$ cat config.mk
export PLATFORM = sky130hd
export DESIGN_NAME = energy_meter_frame_receiver_flat
export DESIGN_NICKNAME = d
export VERILOG_FILES = /design/src/hw/rtl/emfr_pkg.sv /design/src/hw/rtl/emfr_rx_if.sv /design/src/hw/rtl/emfr_result_if.sv /design/src/hw/rtl/energy_meter_frame_receiver.sv /design/src/flat_wrapper.sv
export VERILOG_INCLUDE_DIRS = /design/src /design/src/hw/rtl
export SDC_FILE = /design/constraint.sdc
export NUM_CORES = 1
export LEC_CHECK = 0
export BUFFER_PORTS_ARGS = -buffer_cell sky130_fd_sc_hd__buf_2
export CAP_MARGIN = 30
export CORE_ASPECT_RATIO = 0.8
export CORE_UTILIZATION = 53
export CTS_BUF_LIST = sky130_fd_sc_hd__clkbuf_8
export DETAILED_ROUTE_END_ITERATION = 10
export HOLD_SLACK_MARGIN = 0.08
export PLACE_DENSITY = 0.78
export SYNTH_ARGS = -nofsm -noshare
export SYNTH_HDL_FRONTEND = slang
export SYNTH_SLANG_ARGS = --single-unit
$ cat constraint.sdc
create_clock -name clk -period 3 [get_ports clk]
set_clock_uncertainty 0.1 [all_clocks]
set_input_delay 0 -clock clk [delete_from_list [all_inputs] [get_ports clk]]
set_output_delay 0 -clock clk [all_outputs]
set_load 0.02 [all_outputs]
$ cat src/hw/rtl/energy_meter_frame_receiver_defines.svh
// assertion macros for the metering frame receiver
// no dependencies; taken in by files that carry assertions
`ifndef ENERGY_METER_FRAME_RECEIVER_DEFINES_SVH
`define ENERGY_METER_FRAME_RECEIVER_DEFINES_SVH

`ifndef SYNTH
// antecedent implies consequent in the same cycle
`define EMFR_ASSERT_SAME(label, clk, rst, ante, cons, msg) \
  label: assert property (@(posedge clk) disable iff (rst) (ante) |-> (cons)) \
    else $error(msg);
// antecedent implies consequent in the following cycle
`define EMFR_ASSERT_NEXT(label, clk, rst, ante, cons, msg) \
  label: assert property (@(posedge clk) disable iff (rst) (ante) |=> (cons)) \
    else $error(msg);
`else
`define EMFR_ASSERT_SAME(label, clk, rst, ante, cons, msg)
`define EMFR_ASSERT_NEXT(label, clk, rst, ante, cons, msg)
`endif

`endif

$ cat src/hw/rtl/emfr_pkg.sv
// shared constants, types and helpers of the metering frame receiver
// no dependencies
package emfr_pkg;

  localparam int unsigned FrameLen   = 24;
  localparam int unsigned PosW       = $clog2(FrameLen);
  localparam logic [7:0]  CheckByte  = 8'h5A;

  typedef logic [PosW-1:0] pos_t;

  localparam pos_t CheckIndex = pos_t'(1);
  localparam pos_t SumFirst   = pos_t'(2);
  localparam pos_t SumLast    = pos_t'(22);
  localparam pos_t FlagIndex  = pos_t'(20);
  localparam pos_t LastPos    = pos_t'(FrameLen - 1);

  typedef enum logic [1:0] {
    STATUS_OK        = 2'd0,
    STATUS_BAD_CHECK = 2'd1,
    STATUS_BAD_SUM   = 2'd2
  } status_t;

  // big-endian 24-bit register from three bytes
  function automatic logic [23:0] take24(input logic [7:0] hi, input logic [7:0] mid,
                                         input logic [7:0] lo);
    return {hi, mid, lo};
  endfunction

endpackage

$ cat src/hw/rtl/emfr_rx_if.sv
// received-byte channel of the metering frame receiver
// no dependencies
interface emfr_rx_if;
  logic       valid;
  logic       ready;
  logic [7:0] rx_byte;
  logic       frame_start;

  modport source (output valid, output rx_byte, output frame_start, input ready);
  modport sink   (input valid, input rx_byte, input frame_start, output ready);
endinterface

$ cat src/hw/rtl/emfr_result_if.sv
// result channel of the metering frame receiver
// depends on emfr_pkg
interface emfr_result_if;
  logic             valid;
  logic             ready;
  emfr_pkg::status_t status;
  logic [23:0]      voltage_param;
  logic [23:0]      voltage_data;
  logic [23:0]      current_param;
  logic [23:0]      current_data;
  logic [23:0]      power_param;
  logic [23:0]      power_data;
  logic [15:0]      pulse_count;
  logic [31:0]      pulse_overflows;
  logic             ever_valid;

  modport source (output valid, output status, output voltage_param, output voltage_data,
                  output current_param, output current_data, output power_param,
                  output power_data, output pulse_count, output pulse_overflows,
                  output ever_valid, input ready);
  modport sink   (input valid, input status, input voltage_param, input voltage_data,
                  input current_param, input current_data, input power_param,
                  input power_data, input pulse_count, input pulse_overflows,
                  input ever_valid, output ready);
endinterface

$ cat src/hw/rtl/energy_meter_frame_receiver.sv
// metering frame receiver: checks 24-byte frames and latches meter registers
// depends on emfr_pkg, emfr_rx_if, emfr_result_if, energy_meter_frame_receiver_defines.svh
//
//   channel  dir  carries                               handshake
//   rx       in   rx_byte, frame_start                  valid/ready
//   result   out  status, stored registers, ever_valid  valid/ready
//
// one byte per cycle while the result is not stalled; a byte is held in the
// input register, handled from there; the 24th byte's result shows the cycle after.
// the stored meter registers double as the result register, so a new frame
// result waits only for the previous result to be taken.
// a stalled result holds the input register once it is full; nothing is dropped.
// rst is synchronous and clears position, sum, stored registers and the valid flags.
`include "energy_meter_frame_receiver_defines.svh"

module energy_meter_frame_receiver (
  input  logic                 clk,
  input  logic                 rst,
  emfr_rx_if.sink              rx,
  emfr_result_if.source        result
);
  import emfr_pkg::*;

  // input register
  logic       s1_valid;
  logic [7:0] s1_byte;
  logic       s1_start;
  logic       advance;

  // frame state
  pos_t       pos;
  logic [7:0] running_sum;
  logic [7:0] frame_buf [FrameLen];

  // stored registers, also the result payload
  logic        res_valid;
  status_t     res_status;
  logic [23:0] held_voltage_param;
  logic [23:0] held_voltage_data;
  logic [23:0] held_current_param;
  logic [23:0] held_current_data;
  logic [23:0] held_power_param;
  logic [23:0] held_power_data;
  logic [15:0] held_pulse_count;
  logic [31:0] overflow_counter;
  logic        seen_valid;

  logic       in_frame;
  logic       emit;
  logic       frame_ok;
  status_t    status_next;
  logic [7:0] flags;

  assign advance  = s1_valid && (!res_valid || result.ready);
  assign rx.ready = !s1_valid || advance;

  assign in_frame = !s1_start && (pos != '0);
  assign emit     = advance && in_frame && (pos == LastPos);
  assign flags    = frame_buf[FlagIndex];

  always_comb begin
    if (frame_buf[CheckIndex] != CheckByte) begin
      status_next = STATUS_BAD_CHECK;
    end else if (running_sum != s1_byte) begin
      status_next = STATUS_BAD_SUM;
    end else begin
      status_next = STATUS_OK;
    end
  end
  assign frame_ok = (status_next == STATUS_OK);

  always_ff @(posedge clk) begin
    if (rst) begin
      s1_valid <= 1'b0;
    end else if (rx.ready) begin
      s1_valid <= rx.valid;
    end
  end

  always_ff @(posedge clk) begin
    if (rx.ready && rx.valid) begin
      s1_byte  <= rx.rx_byte;
      s1_start <= rx.frame_start;
    end
  end

  // frame buffer, no reset: only entries of the current frame are read
  always_ff @(posedge clk) begin
    if (advance) begin
      if (s1_start) begin
        frame_buf[0] <= s1_byte;
      end else if (pos != '0) begin
        frame_buf[pos] <= s1_byte;
      end
    end
  end

  always_ff @(posedge clk) begin
    if (rst) begin
      pos         <= '0;
      running_sum <= '0;
    end else if (advance) begin
      if (s1_start) begin
        pos         <= pos_t'(1);
        running_sum <= '0;
      end else if (pos != '0) begin
        if (pos == LastPos) begin
          pos         <= '0;
          running_sum <= '0;
        end else begin
          pos <= pos + pos_t'(1);
          if (pos >= SumFirst && pos <= SumLast) begin
            running_sum <= running_sum + s1_byte;
          end
        end
      end
    end
  end

  always_ff @(posedge clk) begin
    if (rst) begin
      res_valid          <= 1'b0;
      res_status         <= STATUS_OK;
      held_voltage_param <= '0;
      held_voltage_data  <= '0;
      held_current_param <= '0;
      held_current_data  <= '0;
      held_power_param   <= '0;
      held_power_data    <= '0;
      held_pulse_count   <= '0;
      overflow_counter   <= '0;
      seen_valid         <= 1'b0;
    end else begin
      if (emit) begin
        res_valid  <= 1'b1;
        res_status <= status_next;
      end else if (result.ready) begin
        res_valid <= 1'b0;
      end
      if (emit && frame_ok) begin
        held_voltage_param <= take24(frame_buf[2], frame_buf[3], frame_buf[4]);
        held_current_param <= take24(frame_buf[8], frame_buf[9], frame_buf[10]);
        held_power_param   <= take24(frame_buf[14], frame_buf[15], frame_buf[16]);
        if (flags[6]) begin
          held_voltage_data <= take24(frame_buf[5], frame_buf[6], frame_buf[7]);
        end
        if (flags[5]) begin
          held_current_data <= take24(frame_buf[11], frame_buf[12], frame_buf[13]);
        end
        if (flags[4]) begin
          held_power_data <= take24(frame_buf[17], frame_buf[18], frame_buf[19]);
        end
        held_pulse_count <= {frame_buf[21], frame_buf[22]};
        if (flags[7]) begin
          overflow_counter <= overflow_counter + 32'd1;
        end
        seen_valid <= 1'b1;
      end
    end
  end

  assign result.valid           = res_valid;
  assign result.status          = res_status;
  assign result.voltage_param   = held_voltage_param;
  assign result.voltage_data    = held_voltage_data;
  assign result.current_param   = held_current_param;
  assign result.current_data    = held_current_data;
  assign result.power_param     = held_power_param;
  assign result.power_data      = held_power_data;
  assign result.pulse_count     = held_pulse_count;
  assign result.pulse_overflows = overflow_counter;
  assign result.ever_valid      = seen_valid;

  `EMFR_ASSERT_SAME(a_ok_implies_valid, clk, rst, res_valid && res_status == STATUS_OK, seen_valid, "accepted frame without ever_valid")
  `EMFR_ASSERT_NEXT(a_seen_sticky, clk, rst, seen_valid, seen_valid, "ever_valid dropped")
  `EMFR_ASSERT_NEXT(a_ovf_only_on_ok, clk, rst, !(emit && frame_ok), $stable(overflow_counter), "overflow count moved without an accepted frame")
  `EMFR_ASSERT_SAME(a_emit_slot_free, clk, rst, emit, !res_valid || result.ready, "result overwritten before taken")

endmodule
$ cat src/flat_wrapper.sv
// flat-port wrapper written by rule: the top's interface ports become plain ports
module energy_meter_frame_receiver_flat import emfr_pkg::*;
  (clk, rst, rx_valid, rx_rx_byte, rx_frame_start, rx_ready, result_valid, result_status, result_voltage_param, result_voltage_data, result_current_param, result_current_data, result_power_param, result_power_data, result_pulse_count, result_pulse_overflows, result_ever_valid, result_ready);
  emfr_rx_if rx_i ();
  emfr_result_if result_i ();
  input  logic clk;
  input  logic rst;
  input wire logic [$bits(rx_i.valid)-1:0] rx_valid;
  input wire logic [$bits(rx_i.rx_byte)-1:0] rx_rx_byte;
  input wire logic [$bits(rx_i.frame_start)-1:0] rx_frame_start;
  output wire logic [$bits(rx_i.ready)-1:0] rx_ready;
  output wire logic [$bits(result_i.valid)-1:0] result_valid;
  output wire logic [$bits(result_i.status)-1:0] result_status;
  output wire logic [$bits(result_i.voltage_param)-1:0] result_voltage_param;
  output wire logic [$bits(result_i.voltage_data)-1:0] result_voltage_data;
  output wire logic [$bits(result_i.current_param)-1:0] result_current_param;
  output wire logic [$bits(result_i.current_data)-1:0] result_current_data;
  output wire logic [$bits(result_i.power_param)-1:0] result_power_param;
  output wire logic [$bits(result_i.power_data)-1:0] result_power_data;
  output wire logic [$bits(result_i.pulse_count)-1:0] result_pulse_count;
  output wire logic [$bits(result_i.pulse_overflows)-1:0] result_pulse_overflows;
  output wire logic [$bits(result_i.ever_valid)-1:0] result_ever_valid;
  input wire logic [$bits(result_i.ready)-1:0] result_ready;
  assign rx_i.valid = rx_valid;
  assign rx_i.rx_byte = rx_rx_byte;
  assign rx_i.frame_start = rx_frame_start;
  assign rx_ready = rx_i.ready;
  assign result_valid = result_i.valid;
  assign result_status = result_i.status;
  assign result_voltage_param = result_i.voltage_param;
  assign result_voltage_data = result_i.voltage_data;
  assign result_current_param = result_i.current_param;
  assign result_current_data = result_i.current_data;
  assign result_power_param = result_i.power_param;
  assign result_power_data = result_i.power_data;
  assign result_pulse_count = result_i.pulse_count;
  assign result_pulse_overflows = result_i.pulse_overflows;
  assign result_ever_valid = result_i.ever_valid;
  assign result_i.ready = result_ready;
  energy_meter_frame_receiver u_core (.clk(clk), .rst(rst), .rx(rx_i), .result(result_i));
endmodule
==> results.md <==
- The run finished with clean final reports.
- Leaving out fill and tap cells, the most frequent cells in the layout are 348 x sky130_fd_sc_hd__nand2_1, 210 x sky130_fd_sc_hd__dfxtp_1, 208 x sky130_fd_sc_hd__buf_2.
- For this run, the slowest stage of the critical path takes 0.54 ns.
- The detail route stage leaves a number of antenna-violating nets equal to 0.
- At the end of the flow the core is filled with cells to 0.661.
- Summed over all cells, the static leakage comes to 6.30 nW.
- The highest clock frequency the design can meet is 349 MHz.
- Global routing finished with a remaining overflow of 0.
- For the pin with the worst max-slew slack, the measured transition is 0.871 ns.
- The cell family contributing the most delay on the critical path is simple AND/OR/NAND/NOR gates.
- In this run the standard cell core region covers 25400 µm².
- Setup repair after global routing left no endpoint under its margin.
- In this run the cell area of the synthesized design comes to 13800 µm².
- The critical path contains buffers and inverters numbering 0 combined.
- The number of global-route vias before repair came to 9733.
- The startpoint of the most critical setup path is u_core.pos[0]$_SDFFE_PP0P_.
- The count of synthesis-stage warnings from yosys is 0.
- The critical path crosses 7 cells after its start point.
- The I/O pin total is 210.
- Headroom to the max-slew limit came out at 0.419.
- The cell row count is 52.
- The initial antenna violation count is 0.
- The total wire length after detailed routing is 32.8 mm.
- The TritonCTS clock tree is built.
- In the synthesized netlist the async set-or-reset flop fraction comes to 0.
- Across the run, the number of max-cap violations was 0.
- In the synthesized netlist, the number of instances is 1247.
- The first-pass GRT wire length is 51.2 mm.
- The repair_antennas step left the layout with diodes totalling 0.
- The worst reg-to-reg setup slack is 0.13 ns.
- In the routed design, unresolved DRC markers number 0.
- For this design the ratio of total power to cell area is 587 nW/µm².
- The final worst slack is 0.134 ns.
- The critical register-to-register path endpoint is u_core.result.pulse_overflows[26]$_SDFFE_PP0P_.
- The via count normalized by instance count is 5.36.
- On the final layout, the worst hold slack is 0.348 ns.
- The longest clock path from root to sink contains 3 buffers.
- Compared with the post-synthesis result, the final layout area differs by 21.9%.
- The global routing usage summed across all routing layers is 0.245.
- The detailed-placement wirelength estimate is 20.0 mm.
- The final critical delay including setup and external delays is 2.87 ns.
- Across all layers, the routed design uses 10137 vias.
- The fraction of final layout cells sized beyond drive strength 1 is 0.228.
- Buffers placed on the I/O ports in this run total 209.
- The die is 146 µm tall.
- The pin count of the biggest net entering global routing is 112.
- The total of endpoints with negative setup slack in the final report is 0.
- The most common cell type on the critical path is sky130_fd_sc_hd__or4_4.
- The number of synthesized register bits is 391.
- The number of nets in the final layout is 1545.
- The later pin in the worst-skew pair is clocked with a latency of 0.58 ns.
- The die span in x is 182 µm.
- The tightest min-delay check is of the reg -> reg type.
- In the final routed layout, each cell accounts on average for 17.4 µm.
- The worst register-to-register path begins at u_core.pos[0]$_SDFFE_PP0P_.
- Counting cells, the worst reg-to-reg path comes to 7.
- The destination of the critical timing path is u_core.result.pulse_overflows[26]$_SDFFE_PP0P_.
- The synthesized design contains 181 enable-type register cells.
- The hold violation total from the final report is 0.
- The max-slew violation count is 0.
- The number of H-tree branching levels is 2.
- Timing analysis after detailed placement gives a worst setup slack of 0.179 ns.
- In this run the post-CTS setup repair buffer count came out at 0.
- The total nets after synthesis is 1272.
- The die footprint is 26600 µm².
- IR analysis of the VDD net gives a maximum drop of 0.381 mV.
- The post-synthesis cell type count is 52.
- The initial DRC count is 626.
- Data arrives at the worst endpoint at 3.26 ns.
- The critical setup path kind is reg -> reg.
- The slowest stage of the critical path is the sky130_fd_sc_hd__or4_4 cell.
- Clock-pin slew was measured on the worst setup and hold paths at 0.07 ns.
- The fraction of the yosys area taken by sequential cells is 0.700.
- The total negative slack is 0 ns.
- Each instance of the synthesized netlist takes up on average 11.0 µm².
- The kind of end point of the critical path is a register.
- Walking the worst path, the cells encountered are ha_1 > and4b_1 > nand3_2 > or4_4 > or4_4 > or3_1 > a21oi_1.
- For the worst setup path, the data required time is 3.40 ns.
- The worst-path maximum fanout is 8.
- Clock tree synthesis inserted a total of 56 buffers.
- The primary flip-flop cell chosen by synthesis mapping is sky130_fd_sc_hd__dfxtp_1.
- The congestion estimate from routability-driven global placement came to 0.859.
- The tree is rooted in a sky130_fd_sc_hd__clkbuf_8.
- The library cell used most frequently in the layout, excluding fill and tap cells, is sky130_fd_sc_hd__nand2_1.
- Of the available clock period, the critical path in the final layout requires 0.955.
- The count of TritonRoute iterations in the first routing pass is 7.
- The clock net in this run drives a total of 391 sinks.
- STA classifies the critical path startpoint as a register.
- For this configuration, the core starts out at a cell density of 0.542.
==> worst reg2reg max path, stage by stage (launching register included) <==
cell and delay, ns:
sky130_fd_sc_hd__dfxtp_1 0.47, sky130_fd_sc_hd__ha_1 0.30, sky130_fd_sc_hd__and4b_1 0.27, sky130_fd_sc_hd__nand3_2 0.15, sky130_fd_sc_hd__or4_4 0.54, sky130_fd_sc_hd__or4_4 0.51, sky130_fd_sc_hd__or3_1 0.32, sky130_fd_sc_hd__a21oi_1 0.14
==> report_power, final <==
part	internal (mW)	switching, mW
clock	2.01	1.96
sequential	5.60	0.0138
combinational	0.0752	0.185
==> metal layers <==
layer,global-route usage,vias to the layer above,wire length (µm)
met5,0,-,0
li1,-,4817,-
met3,0.0417,41,2390
met2,0.385,425,15200
met1,0.352,4854,14800
met4,0.0681,0,489
==> synth_stat cells, types with 2 or more instances <==
library cell	n	area share
sky130_fd_sc_hd__nand4_1	8	0.0036
sky130_fd_sc_hd__nor3_1	18	0.0065
sky130_fd_sc_hd__nand3_2	2	0.0015
sky130_fd_sc_hd__o211ai_1	2	0.0011
sky130_fd_sc_hd__or4b_2	3	0.0022
sky130_fd_sc_hd__nor2b_1	2	0.00091
sky130_fd_sc_hd__xor2_1	12	0.0076
sky130_fd_sc_hd__a21o_1	3	0.0016
sky130_fd_sc_hd__xnor2_1	18	0.011
sky130_fd_sc_hd__a21oi_1	186	0.068
sky130_fd_sc_hd__nor4bb_1	2	0.0015
sky130_fd_sc_hd__nand3_1	26	0.0095
sky130_fd_sc_hd__and2_0	3	0.0014
sky130_fd_sc_hd__or4_4	2	0.0016
sky130_fd_sc_hd__buf_4	2	0.0011
sky130_fd_sc_hd__or3_1	7	0.0032
sky130_fd_sc_hd__and2_1	3	0.0014
sky130_fd_sc_hd__nor4_1	8	0.0036
sky130_fd_sc_hd__o21bai_1	3	0.0016
sky130_fd_sc_hd__nor2_1	60	0.016
sky130_fd_sc_hd__dfxtp_1	210	0.31
sky130_fd_sc_hd__nand3b_1	3	0.0016
sky130_fd_sc_hd__ha_1	11	0.010
sky130_fd_sc_hd__inv_1	11	0.0030
sky130_fd_sc_hd__nand2_1	348	0.095
sky130_fd_sc_hd__edfxtp_1	181	0.39
sky130_fd_sc_hd__o21ai_0	9	0.0033
sky130_fd_sc_hd__nand2b_1	12	0.0055
sky130_fd_sc_hd__clkbuf_1	66	0.018
sky130_fd_sc_hd__nand4b_1	3	0.0019
sky130_fd_sc_hd__nor4_2	2	0.0018
==> sequential cells by signal, indices dropped and copies added, names as in the netlist <==
register,count
u_core.result.ever_valid,1
u_core.s1_start,1
u_core.result.valid,1
result_voltage_data,24
u_core.pos,5
u_core.s1_valid,1
result_pulse_count,16
u_core.result.current_data,8
u_core.result.status,2
u_core.frame_buf,172
result_current_param,24
u_core.s1_byte,8
result_power_data,24
u_core.result.pulse_overflows,32
u_core.result.power_param,7
result_voltage_param,24
u_core.running_sum,8
result_current_data,16
result_power_param,17
==> through the flow <==
stage	cells	power [mW]	area [µm²]
6_report	1891	9.85	16800
4_1_cts	1890	9.91	16700
3_3_place_gp	1761	5.96	15400
5_1_grt	1891	10.2	16800
2_1_floorplan	1247	5.86	13800
3_5_place_dp	1761	5.97	15400
==> worst min-delay path by stage <==
stage	start	endpoint	slack [ns]	depth (start not counted)
2_1_floorplan	rx_rx_byte[0]	u_core.s1_byte[0]$_DFFE_PP_	-0.001	0
3_3_place_gp	rx_rx_byte[7]	u_core.s1_byte[7]$_DFFE_PP_	0.08	1
3_5_place_dp	rx_rx_byte[0]	u_core.s1_byte[0]$_DFFE_PP_	0.08	1
4_1_cts	result_power_data[4]$_SDFFE_PP0P_	result_power_data[4]$_SDFFE_PP0P_	0.35	2
5_1_grt	u_core.result.power_param[5]$_SDFFE_PP0P_	u_core.result.power_param[5]$_SDFFE_PP0P_	0.37	2
6_report	result_power_data[4]$_SDFFE_PP0P_	result_power_data[4]$_SDFFE_PP0P_	0.35	2
==> area by class of cell <==
| type | instances | area (µm²) |
|---|---|---|
| repair buffers | 285 | 1730 |
| fillers | 1942 | 8600 |
| inverters | 12 | 45.0 |
| multi-input cells | 774 | 3870 |
| clock inverters | 39 | 178 |
| clock buffers | 66 | 908 |
| flip-flops and latches | 391 | 9640 |
| well taps | 324 | 405 |
==> cells by family (layout without fill, tap and decap cells) <==
family / Yosys count / count (layout) / share of synthesized area
AOI/OAI and AO/OA: 212 / 212 / 0.0805
xor gates and xnor gates: 30 / 30 / 0.0191
adders and majority gates: 12 / 12 / 0.0115
buffers and inverters: 82 / 402 / 0.0235
and+or+nand+nor: 520 / 520 / 0.165
DFF: 391 / 391 / 0.700
==> repair_timing <==
item | in CTS | in global routing
hold buffers | 24 | 0
hold endpoints to repair | 124 | 0
resized for setup | 0 | 2
endpoints found under the setup margin | 0 | 3
No activity file was read; power rests on OpenSTA's default activity.
